<file path="src/lrdg_pkg.sv">
// ----------------------------------------------------------------------------
// lrdg_pkg: shared types and constants for the LED ramp dimmer
// Action codes, register indexes, lamp state and the square-law duty table.
// ----------------------------------------------------------------------------
package lrdg_pkg;

  localparam int unsigned LEVEL_W   = 7;
  localparam int unsigned DUTY_W    = 8;
  localparam int unsigned RATE_W    = 7;
  localparam int unsigned ACTION_W  = 3;
  localparam int unsigned CFG_IDX_W = 1;
  localparam int unsigned CFG_W     = 7;

  localparam int unsigned LEVEL_MAX = 100;
  localparam int unsigned PWM_MAX   = 255;
  localparam int unsigned DUTY_DEN  = LEVEL_MAX * LEVEL_MAX;
  localparam int unsigned DUTY_TOP  = (1 << DUTY_W) - 1;
  localparam int unsigned LEVEL_LIM = 1 << LEVEL_W;

  typedef enum logic [ACTION_W-1:0] {
    ACT_TICK        = 3'd0,
    ACT_SET_ON      = 3'd1,
    ACT_TOGGLE_ON   = 3'd2,
    ACT_SET_LEVEL   = 3'd3,
    ACT_TOGGLE_DIR  = 3'd4,
    ACT_SET_DIR     = 3'd5,
    ACT_SET_DIMMING = 3'd6
  } action_t;

  typedef enum logic [CFG_IDX_W-1:0] {
    REG_DIM_RATE    = 1'b0,
    REG_CYCLIC_MODE = 1'b1
  } cfg_reg_t;

  typedef struct packed {
    logic [LEVEL_W-1:0] level;
    logic               on;
    logic               up;
    logic               dimming;
    logic               overrun;
  } lamp_state_t;

  typedef logic [DUTY_W-1:0] duty_lut_t [LEVEL_LIM];

  // Square-law duty per level, saturated to the output range
  function automatic duty_lut_t build_duty_lut();
    duty_lut_t   lut;
    int unsigned prod;
    for (int unsigned i = 0; i < LEVEL_LIM; i++) begin
      prod   = (i * i * PWM_MAX) / DUTY_DEN;
      lut[i] = (prod > DUTY_TOP) ? DUTY_W'(DUTY_TOP) : DUTY_W'(prod);
    end
    return lut;
  endfunction

  localparam duty_lut_t DUTY_LUT = build_duty_lut();

endpackage

</file>
<file path="src/lrdg_in_if.sv">
// ----------------------------------------------------------------------------
// lrdg_in_if: request channel of the LED ramp dimmer
// Valid/ready channel carrying one tick or command.
// ----------------------------------------------------------------------------
interface lrdg_in_if;
  import lrdg_pkg::*;

  logic               valid;
  logic               ready;
  action_t            action;
  logic               flag;
  logic [LEVEL_W-1:0] level_value;

  modport source (output valid, output action, output flag, output level_value,
                  input ready);
  modport sink   (input valid, input action, input flag, input level_value,
                  output ready);
endinterface

</file>
<file path="src/lrdg_out_if.sv">
// ----------------------------------------------------------------------------
// lrdg_out_if: result channel of the LED ramp dimmer
// Valid/ready channel carrying the lamp state after each request.
// ----------------------------------------------------------------------------
interface lrdg_out_if;
  import lrdg_pkg::*;

  logic               valid;
  logic               ready;
  logic [DUTY_W-1:0]  duty;
  logic [LEVEL_W-1:0] level_now;
  logic               is_on;
  logic               going_up;
  logic               dimming_active;
  logic               overrun_flag;

  modport source (output valid, output duty, output level_now, output is_on,
                  output going_up, output dimming_active, output overrun_flag,
                  input ready);
  modport sink   (input valid, input duty, input level_now, input is_on,
                  input going_up, input dimming_active, input overrun_flag,
                  output ready);
endinterface

</file>
<file path="src/led_ramp_dimmer_gamma.sv">
// ----------------------------------------------------------------------------
// led_ramp_dimmer_gamma: LED ramp dimmer with square-law duty
// Takes ticks and commands, keeps the lamp state, reports duty and state.
// ----------------------------------------------------------------------------
// Timing: the request is registered in the input register, then the state
// update is registered into the result register.
// Throughput: one request per cycle when not stalled; the state update is a single pass.
// Reset: lamp off, level 0, direction up, dimming off, no overrun;
// dim_rate 5, cyclic_mode 1; both channels empty.
module led_ramp_dimmer_gamma (
  input  logic                             clk,
  input  logic                             rst,
  lrdg_in_if.sink                          in_ch,
  lrdg_out_if.source                       out_ch,
  input  logic                             cfg_we,
  input  logic [lrdg_pkg::CFG_IDX_W-1:0]   cfg_index,
  input  logic [lrdg_pkg::CFG_W-1:0]       cfg_data
);
  import lrdg_pkg::*;

  logic [RATE_W-1:0]  dim_rate;
  logic               cyclic_mode;

  logic               a_valid;
  logic               a_ready;
  action_t            a_action;
  logic               a_flag;
  logic [LEVEL_W-1:0] a_level;

  lamp_state_t        state;
  lamp_state_t        state_next;
  logic               a_fire;

  // Configuration registers
  always_ff @(posedge clk) begin
    if (rst) begin
      dim_rate    <= RATE_W'(5);
      cyclic_mode <= 1'b1;
    end else if (cfg_we) begin
      unique case (cfg_index)
        REG_DIM_RATE:    dim_rate    <= cfg_data[RATE_W-1:0];
        REG_CYCLIC_MODE: cyclic_mode <= cfg_data[0];
        default: begin
        end
      endcase
    end
  end

  // Input register: advance whenever the result stage can take its request
  assign a_ready     = !out_ch.valid || out_ch.ready;
  assign a_fire      = a_valid && a_ready;
  assign in_ch.ready = !a_valid || a_ready;

  always_ff @(posedge clk) begin
    if (rst) begin
      a_valid <= 1'b0;
    end else if (in_ch.ready) begin
      a_valid <= in_ch.valid;
    end
  end

  always_ff @(posedge clk) begin
    if (in_ch.valid && in_ch.ready) begin
      a_action <= in_ch.action;
      a_flag   <= in_ch.flag;
      a_level  <= in_ch.level_value;
    end
  end

  lrdg_step u_step (
    .cur         (state),
    .action      (a_action),
    .flag        (a_flag),
    .level_value (a_level),
    .dim_rate    (dim_rate),
    .cyclic_mode (cyclic_mode),
    .nxt         (state_next)
  );

  // Lamp state: update once per request
  always_ff @(posedge clk) begin
    if (rst) begin
      state <= '{level: '0, on: 1'b0, up: 1'b1, dimming: 1'b0, overrun: 1'b0};
    end else if (a_fire) begin
      state <= state_next;
    end
  end

  // Result register: hold while the sink stalls
  always_ff @(posedge clk) begin
    if (rst) begin
      out_ch.valid <= 1'b0;
    end else if (a_fire) begin
      out_ch.valid <= 1'b1;
    end else if (out_ch.ready) begin
      out_ch.valid <= 1'b0;
    end
  end

  always_ff @(posedge clk) begin
    if (a_fire) begin
      out_ch.duty           <= state_next.on ? DUTY_LUT[state_next.level] : '0;
      out_ch.level_now      <= state_next.level;
      out_ch.is_on          <= state_next.on;
      out_ch.going_up       <= state_next.up;
      out_ch.dimming_active <= state_next.dimming;
      out_ch.overrun_flag   <= state_next.overrun;
    end
  end

`ifndef ASSERT_OFF
  a_level_range: assert property (@(posedge clk) disable iff (rst)
    state.level <= LEVEL_W'(LEVEL_MAX))
    else $error("level above maximum");

  a_off_dark: assert property (@(posedge clk) disable iff (rst)
    out_ch.valid && !out_ch.is_on |-> out_ch.duty == '0)
    else $error("nonzero duty while off");

  a_result_tracks_state: assert property (@(posedge clk) disable iff (rst)
    out_ch.valid |-> out_ch.level_now == state.level && out_ch.is_on == state.on)
    else $error("result disagrees with lamp state");

  a_stall_freezes_state: assert property (@(posedge clk) disable iff (rst)
    out_ch.valid && !out_ch.ready |=> $stable(state))
    else $error("state changed during output stall");

  a_stall_keeps_request: assert property (@(posedge clk) disable iff (rst)
    a_valid && !a_ready |=> a_valid)
    else $error("pending request dropped");
`endif

endmodule

</file>
<file path="src/lrdg_step.sv">
// ----------------------------------------------------------------------------
// lrdg_step: next-state logic of the LED ramp dimmer
// Applies one tick or command to the lamp state, including end handling.
// ----------------------------------------------------------------------------
module lrdg_step (
  input  lrdg_pkg::lamp_state_t           cur,
  input  lrdg_pkg::action_t               action,
  input  logic                            flag,
  input  logic [lrdg_pkg::LEVEL_W-1:0]    level_value,
  input  logic [lrdg_pkg::RATE_W-1:0]     dim_rate,
  input  logic                            cyclic_mode,
  output lrdg_pkg::lamp_state_t           nxt
);
  import lrdg_pkg::*;

  logic               run;
  logic [LEVEL_W:0]   up_sum;
  logic               hit_top;
  logic               hit_bottom;
  logic [LEVEL_W-1:0] dn_level;

  // Ramp arithmetic: one add and compare for up, one compare and subtract for down
  assign run        = cur.on && cur.dimming && !cur.overrun;
  assign up_sum     = {1'b0, cur.level} + (LEVEL_W+1)'(dim_rate);
  assign hit_top    = up_sum >= (LEVEL_W+1)'(LEVEL_MAX);
  assign hit_bottom = (LEVEL_W+1)'(cur.level) <= (LEVEL_W+1)'(dim_rate);
  assign dn_level   = cur.level - LEVEL_W'(dim_rate);

  always_comb begin
    nxt = cur;
    case (action)
      ACT_TICK: begin
        if (run) begin
          if (cur.up) begin
            if (hit_top) begin
              nxt.level   = LEVEL_W'(LEVEL_MAX);
              nxt.up      = !cyclic_mode;
              nxt.dimming = cyclic_mode;
              nxt.overrun = !cyclic_mode;
            end else begin
              nxt.level = up_sum[LEVEL_W-1:0];
            end
          end else begin
            // Bottom end also switches the lamp off when not cycling
            if (hit_bottom) begin
              nxt.level   = '0;
              nxt.up      = cyclic_mode;
              nxt.dimming = cyclic_mode;
              nxt.overrun = !cyclic_mode;
              nxt.on      = cyclic_mode;
            end else begin
              nxt.level = dn_level;
            end
          end
        end
      end
      ACT_SET_ON: begin
        nxt.overrun = 1'b0;
        nxt.on      = flag;
      end
      ACT_TOGGLE_ON: begin
        nxt.overrun = 1'b0;
        nxt.on      = !cur.on;
      end
      ACT_SET_LEVEL: begin
        nxt.level = (level_value > LEVEL_W'(LEVEL_MAX)) ? LEVEL_W'(LEVEL_MAX)
                                                        : level_value;
      end
      ACT_TOGGLE_DIR: begin
        nxt.overrun = 1'b0;
        nxt.up      = !cur.up;
      end
      ACT_SET_DIR: begin
        nxt.up = flag;
      end
      ACT_SET_DIMMING: begin
        nxt.dimming = flag;
      end
      default: begin
        nxt = cur;
      end
    endcase
  end

endmodule
</file>
<file path="src/flat_wrapper.sv">
// flat-port wrapper written by rule: the top's interface ports become plain ports
module led_ramp_dimmer_gamma_flat import lrdg_pkg::*;
  (clk, rst, cfg_we, cfg_index, cfg_data, in_ch_valid, in_ch_action, in_ch_flag, in_ch_level_value, in_ch_ready, out_ch_valid, out_ch_duty, out_ch_level_now, out_ch_is_on, out_ch_going_up, out_ch_dimming_active, out_ch_overrun_flag, out_ch_ready);
  lrdg_in_if in_ch_i ();
  lrdg_out_if out_ch_i ();
  input  logic clk;
  input  logic rst;
  input  logic cfg_we;
  input  logic [lrdg_pkg::CFG_IDX_W-1:0] cfg_index;
  input  logic [lrdg_pkg::CFG_W-1:0] cfg_data;
  input wire logic [$bits(in_ch_i.valid)-1:0] in_ch_valid;
  input wire logic [$bits(in_ch_i.action)-1:0] in_ch_action;
  input wire logic [$bits(in_ch_i.flag)-1:0] in_ch_flag;
  input wire logic [$bits(in_ch_i.level_value)-1:0] in_ch_level_value;
  output wire logic [$bits(in_ch_i.ready)-1:0] in_ch_ready;
  output wire logic [$bits(out_ch_i.valid)-1:0] out_ch_valid;
  output wire logic [$bits(out_ch_i.duty)-1:0] out_ch_duty;
  output wire logic [$bits(out_ch_i.level_now)-1:0] out_ch_level_now;
  output wire logic [$bits(out_ch_i.is_on)-1:0] out_ch_is_on;
  output wire logic [$bits(out_ch_i.going_up)-1:0] out_ch_going_up;
  output wire logic [$bits(out_ch_i.dimming_active)-1:0] out_ch_dimming_active;
  output wire logic [$bits(out_ch_i.overrun_flag)-1:0] out_ch_overrun_flag;
  input wire logic [$bits(out_ch_i.ready)-1:0] out_ch_ready;
  assign in_ch_i.valid = in_ch_valid;
  assign in_ch_i.action = in_ch_action;
  assign in_ch_i.flag = in_ch_flag;
  assign in_ch_i.level_value = in_ch_level_value;
  assign in_ch_ready = in_ch_i.ready;
  assign out_ch_valid = out_ch_i.valid;
  assign out_ch_duty = out_ch_i.duty;
  assign out_ch_level_now = out_ch_i.level_now;
  assign out_ch_is_on = out_ch_i.is_on;
  assign out_ch_going_up = out_ch_i.going_up;
  assign out_ch_dimming_active = out_ch_i.dimming_active;
  assign out_ch_overrun_flag = out_ch_i.overrun_flag;
  assign out_ch_i.ready = out_ch_ready;
  led_ramp_dimmer_gamma u_core (.clk(clk), .rst(rst), .in_ch(in_ch_i), .out_ch(out_ch_i), .cfg_we(cfg_we), .cfg_index(cfg_index), .cfg_data(cfg_data));
endmodule
</file>
<file path="config.mk">
export PLATFORM = sky130hd
export DESIGN_NAME = led_ramp_dimmer_gamma_flat
export DESIGN_NICKNAME = d
export VERILOG_FILES = /design/src/lrdg_pkg.sv /design/src/lrdg_in_if.sv /design/src/lrdg_out_if.sv /design/src/led_ramp_dimmer_gamma.sv /design/src/lrdg_step.sv /design/src/flat_wrapper.sv
export SDC_FILE = /design/constraint.sdc
export NUM_CORES = 1
export LEC_CHECK = 0
export ABC_AREA = 1
export BUFFER_PORTS_ARGS = -buffer_cell sky130_fd_sc_hd__buf_2
export CAP_MARGIN = 0
export CORE_ASPECT_RATIO = 1.1
export CORE_MARGIN = 10
export CORE_UTILIZATION = 59
export DETAILED_ROUTE_END_ITERATION = 10
export GPL_TIMING_DRIVEN = 0
export PLACE_DENSITY = 0.78
export SLEW_MARGIN = 20
export SYNTH_ARGS = -nofsm -noshare
export SYNTH_HDL_FRONTEND = slang
export SYNTH_SLANG_ARGS = --single-unit
</file>
<file path="constraint.sdc">
create_clock -name clk -period 3.8 [get_ports clk]
set_clock_uncertainty 0.2 [all_clocks]
set_input_delay 0.19 -clock clk [delete_from_list [all_inputs] [get_ports clk]]
set_output_delay 0.19 -clock clk [all_outputs]
set_load 0.01 [all_outputs]
</file>
Word level (Yosys, flattened, before mapping)
Memory sizes are Yosys's and may differ from the RTL's. A register that Yosys moved wholly into a read port is not among the register bits.
Cells that the tools add are included.
Operators by class
  add/subtract/negate cells: 2
  equality and inequality tests: 6
  reductions and logical operators: 18
  order comparisons: 3
  bitwise logic cells: 2
  muxes and demuxes: 16
Operator list (number)
  two-way mux 7 bit: 4
  case mux 7 bit (2 select lines): 1
  two-way mux 11 bit: 1
  == test 3 bit, second input constant: 3
  adder 7 x 7 -> 8 bit: 1
  greater-or-equal comparator 8 x 7 -> 1 bit, second input constant: 1
  inverter 7 -> 8 bit: 1
  greater-than comparator 7 bit, second input constant: 1
  less-or-equal comparator 7 bit: 1
  zero test 1 bit: 7
  subtractor 7 bit: 1
  == test 3 x 2 -> 1 bit, second input constant: 2
  two-way mux 3 bit: 2
  case mux 1 bit (3 select lines): 2
  logical AND 1 bit: 4
  two-way mux 4 bit: 1
  case mux 1 bit (2 select lines): 2
  AND reduction 2 bit: 2
  == test 3 x 1 -> 1 bit, second input constant: 1
  zero test 3 bit: 1
  two-way mux 1 bit: 3
  OR reduction 3 bit: 1
  logical OR 1 bit: 2
  nonzero test 2 bit: 1
  inverter 1 bit: 1
Storage, ports and cells
  ROM bits: 1024
  bits in registers: 43
  output and inout port bits: 21
  memories kept: 1
  word-level logic and storage cells: 65
Memories
  (name not given): words 128, width 8, rd ports 1, clocked after Yosys merged registers in 1, write ports 0, RTL line led_ramp_dimmer_gamma.sv:102  | out_ch.duty <= state_next.on ? DUTY_LUT[state_next.level] : '0;

Depth between registers and ports, before layout
  depth in word-level cells: 7
  mapped depth: 30
  gate-level depth less buffers: 29

Hierarchy
A second synthesis with hierarchy kept.
Unflattened totals
  cell total of the unflattened synthesis: 561
  area, all modules: 3942.5 um2
By module, submodules not included
  led_ramp_dimmer_gamma: cells each 322, sequential area each 1321.3 um2, times used 1, area each 2663.8 um2
  lrdg_step: cells each 239, sequential area each 0.0 um2, times used 1, area each 1278.7 um2

Least setup slack after synthesis
No wires, ideal clock.
  path kind: register to register
  start point: register u_core.state[4] (netlist bit)
  end point: register u_core.out_ch.duty[0], data pin
  arrival time: 2709 ps
  setup slack: 635 ps
  setup time: 256 ps
  required time: 3344 ps
  cell stages (with the launch flop): 20
  path through: dfxtp_1 -> ha_1 -> fa_1 -> nand3_1 -> nand2_1 -> nand2_1 -> nand2_1 -> nand3_1 -> nand3_2 -> nand3_1 -> nand3_1 -> nand2_1 -> nand3_1 -> ha_1 -> o21ai_0 -> o21ai_1 -> nand2_1 -> nand2_1 -> o21ai_1 -> nand2_1
On the way
  longest elaborated chain between the ends: 7
  elaborated cells on any way between the ends: 14
  classes of those cells: add/sub (2); order compare (2); mux (8); bitwise (1); reduce/logical (1)
Ends and longest elaborated chain
  start, declared: RTL line led_ramp_dimmer_gamma.sv:30  | lamp_state_t state;
  start signal, assigned: RTL line led_ramp_dimmer_gamma.sv:83  | state <= '{level: '0, on: 1'b0, up: 1'b1, dimming: 1'b0, overrun: 1'b0};
  start signal, assigned: RTL line led_ramp_dimmer_gamma.sv:85  | state <= state_next;
  adder 7 x 7 -> 8 bit: RTL line lrdg_step.sv:24  | assign up_sum = {1'b0, cur.level} + (LEVEL_W+1)'(dim_rate);
  greater-or-equal comparator 8 x 7 -> 1 bit: RTL line lrdg_step.sv:25  | assign hit_top = up_sum >= (LEVEL_W+1)'(LEVEL_MAX);
  two-way mux 7 bit: RTL line lrdg_step.sv:35  | if (hit_top) begin
  two-way mux 7 bit: RTL line lrdg_step.sv:34  | if (cur.up) begin
  two-way mux 11 bit: RTL line lrdg_step.sv:33  | if (run) begin
  case mux 7 bit (2 select lines): RTL line lrdg_step.sv:31  | case (action)
  inverter 7 -> 8 bit (implied by the code): RTL line led_ramp_dimmer_gamma.sv:102
  end, declared: RTL line lrdg_out_if.sv:17  | modport source (output valid, output duty, output level_now, output is_on,
Parallel ways exist; a longest one is shown, timed or not.
A chain may end at the register's enable or synchronous reset.

Final worst setup path
  start point: register u_core.state[4] (netlist bit)
  end point: register u_core.out_ch.duty[1], data pin
The elaborated chain is that of the path after synthesis.

==> summary.md <==
| Metric | Value |
|---|---|
| Distinct cells, synth | 45 |
| Drt pass-1 iters | 6 |
| Skew-Pair Late Insertion Delay | 0.31 ns |
| Pwr Density | 344 nW/µm² |
| Wire length per cell | 16.2 µm |
| Mapped Area | 3900 µm² |
| Clock slew at reported path FFs | 0.10 ns |
| Final Hold Fails | 0 |
| Initial detailed-routing violation count | 312 |
| Cts bufs inserted | 5 |
| # Max-Cap Violations | 0 |
| Initial Util | 59.9% |
| Overall Global Routing Usage | 21.5% |
| Placed Area | 4230 µm² |
| CTS Sinks | 51 |
| Buffers on Ports | 44 |
| H-tree depth | 2 |
| Setup ws final | 0.233 ns |
| IO Pins | 45 |
| Global-route wire length before repair | 18700 µm |
| Post-Place Setup Slack | -0.00810 ns |
| Syn nets | 596 |
| Syn-to-layout area delta | 18.9% |
| EDFF count, synth | 30 |
| Clk root buf | clkbuf_8 |
| Setup violators final | 0 |
| Part of the Yosys area used for sequential elements | 33.9% |
| Reg-to-reg critical path startpoint | u_core.state[4] |
| Tightest Hold Check Type | in2reg |
| Ys async rst share | 0% |
| Largest net degree at the start of global routing | 29 |
| Most frequent CP cell | nand2_1 |
| Top cells by area, synth | edfxtp_1 23%, nand2_1 14%, dfxtp_1 11%, ha_1 8.3%, nand3_1 6.5% |
| Initial antenna violation count | 0 |
| Met3 Wirelength | 678 µm |
| CTS tree | done |
| Setup tns final | 0 ns |
| Achievable Freq | 280 MHz |
| Final cell count without fillers | 704 |
| Vias in the first global route | 3924 |
| Final antenna-violating net count | 0 |
| Drt drc | 0 |
| Crit Path Category | reg2reg |
| Yosys top cell by area | edfxtp_1 |
| Critical Path Source Type | flip-flop |
| Vias/cell | 5.73 |
| Req. time, crit path | 3.67 ns |
| Final wirelength | 11400 µm |
| Cells after DPL | 670 |
| Slew @ Worst Pin | 0.932 ns |
| WL met2 | 5840 µm |
| Remaining Overflow, GRT | 0 |
| Top Layer Used | met4 |
| Core Area | 6520 µm² |
| Count leader, synth | nand2_1 |
| # nets final | 673 |
| Finished Cell Area | 4640 µm² |
| Min cycle time layout | 3.57 ns |
| ANT cells | 0 |
| Fill cells | 566 |
| Period utilization | 93.9% |
| CP Launch Point | u_core.state[4] |
| Via count | 4032 |
| CP Cell Sequence | ha_1, fa_2, nand3_1, nand2_1, nand2_1, nand2_1, nand3_1, nand3_2, nand2_4, nand2_1, nand2_1, nand2_1, nand2_2, nand2_2, ha_4, inv_1, nand2_1, nand2_1, a22oi_1, nand3_1, nand3_1, nand2_1 |
| FF+latch count, synth | 51 |
| Rel. slew slack | 37.5% |
| RePlAce Congestion | 0.926 |
| Commonest cells in the synthesized netlist | 144 x nand2_1, 59 x inv_1, 51 x nand3_1 |
| Synthesized instance count | 544 |
| Die Y | 105 µm |
| Syn avg cell area | 7.17 µm² |
| Slew Limit Fails | 0 |
| Hold Path Origin | cfg_index |
| Max incr delay on CP | 0.39 ns |
| Peak VDD IR | 0.187 mV |
| Clock Path Buffers | 2 |
| Die W | 97.5 µm |
| Power, Total | 1.60 mW |
| Crit Path Max Fanout | 6 |
| YS warnings | 0 |
| P_leak | 2.23 nW |
| Share of Yosys cell area claimed by the top area cell type | 23.1% |
| Post-DP HPWL | 8390 µm |
| CP max stage cell | fa_2 |
| Met1 WL | 4540 µm |
| Die area | 10300 µm² |
| Crit path arrival time | 3.43 ns |
| Layout cells sized above 1 | 18.3% |
| Critical path endpoint category | flip-flop |
| Result of the run | completed |
| Ys flop type | edfxtp_1 |
| Row count | 31 |
report_power, final:
part           total, mW  internal (mW)  switching [mW]
logic              0.563          0.201           0.362
registers          0.649          0.626          0.0231
clock network      0.385          0.196           0.189
total               1.60           1.02           0.575
worst paths after layout:
check | cells after the start | slack, ns | endpoint
max reg2reg | 22 | 0.23 | u_core.out_ch.duty[1]
min | 4 | 0.02 | u_core.dim_rate[2]
max | 22 | 0.23 | u_core.out_ch.duty[1]
min reg2reg | 2 | 0.29 | u_core.dim_rate[3]
cell type report:
class / count / area (µm²) / share of cell area (%)
Buffer: 14 / 93.8 / 2.02
Clock buffer: 5 / 68.8 / 1.48
Clock inverter: 3 / 43.8 / 0.943
Inverter: 79 / 299 / 6.44
Multi-Input combinational cell: 400 / 2240 / 48.3
Sequential cell: 51 / 1320 / 28.5
Tap cell: 82 / 103 / 2.21
Timing Repair Buffer: 70 / 468 / 10.1
state kept, by name, summed over array words and instances, names as in the netlist, 3 cells and up:
signal / flops
u_core.out_ch.duty: 8
u_core.dim_rate: 7
u_core.out_ch.level_now: 7
u_core.a_level: 7
u_core.a_action: 3
u_core.state: 11
cells in the final DEF, fill, tap and decap left out, types with 3 or more instances in the layout:
cell,instances
inv_1,59
buf_2,47
nand3_1,50
o21ai_0,32
nor2_1,26
clkbuf_8,5
ha_1,25
nand3_4,3
o211ai_1,4
a21oi_1,49
nand4_1,7
nand2_4,4
buf_6,3
dlygate4sd3_1,21
nand2_1,140
xor2_1,3
clkbuf_1,4
a31oi_1,3
nor3_1,3
nand2_2,8
o21ai_1,16
edfxtp_1,30
inv_2,17
dfxtp_1,20
buf_4,9
per-stage QoR:
| stage | util (%) | hold WS [ns] |
|---|---|---|
| 6_report | 71.2 | 0.0249 |
| 5_1_grt | 71.2 | 0.0664 |
| 3_5_place_dp | 64.8 | 0.168 |
| 3_3_place_gp | 64.8 | 0.168 |
| 4_1_cts | 69.8 | 0.0413 |
| 2_1_floorplan | - | 0.0889 |
worst max-delay path: cells and delay by family (launching register included):
kind                       cells  cell delay [ns]
buffers and inverters          1             0.07
DFF                            1             0.37
adders and majority gates      3             1.01
and+or+nand+nor               17             1.49
AOI/OAI and AO/OA              1             0.17
logic make-up (layout without fill, tap and decap cells):
group	count (synthesis)	in the layout	share of synthesized area, %
buffers and inverters	93	171	10.1
xor gates and xnor gates	4	4	0.898
DFF	51	51	33.9
and+or+nand+nor	250	250	28.7
AOI/OAI and AO/OA	118	118	17.2
adders and majority gates	28	28	9.36
repair_timing:
item,CTS,global route
endpoints found under the hold margin,20,0
pin swaps,0,2
hold buffers,21,0
buffers inserted,0,5
setup endpoints to repair,2,5
gates resized for setup,1,13
layer usage:
| layer | up-vias | global-route usage (%) |
|---|---|---|
| met3 | 31 | 3.20 |
| met4 | 0 | 9.46 |
| met1 | 1869 | 24.3 |
| met2 | 161 | 39.1 |
| li1 | 1971 | - |
| met5 | - | 0 |
(Power assumes the default switching activity.)
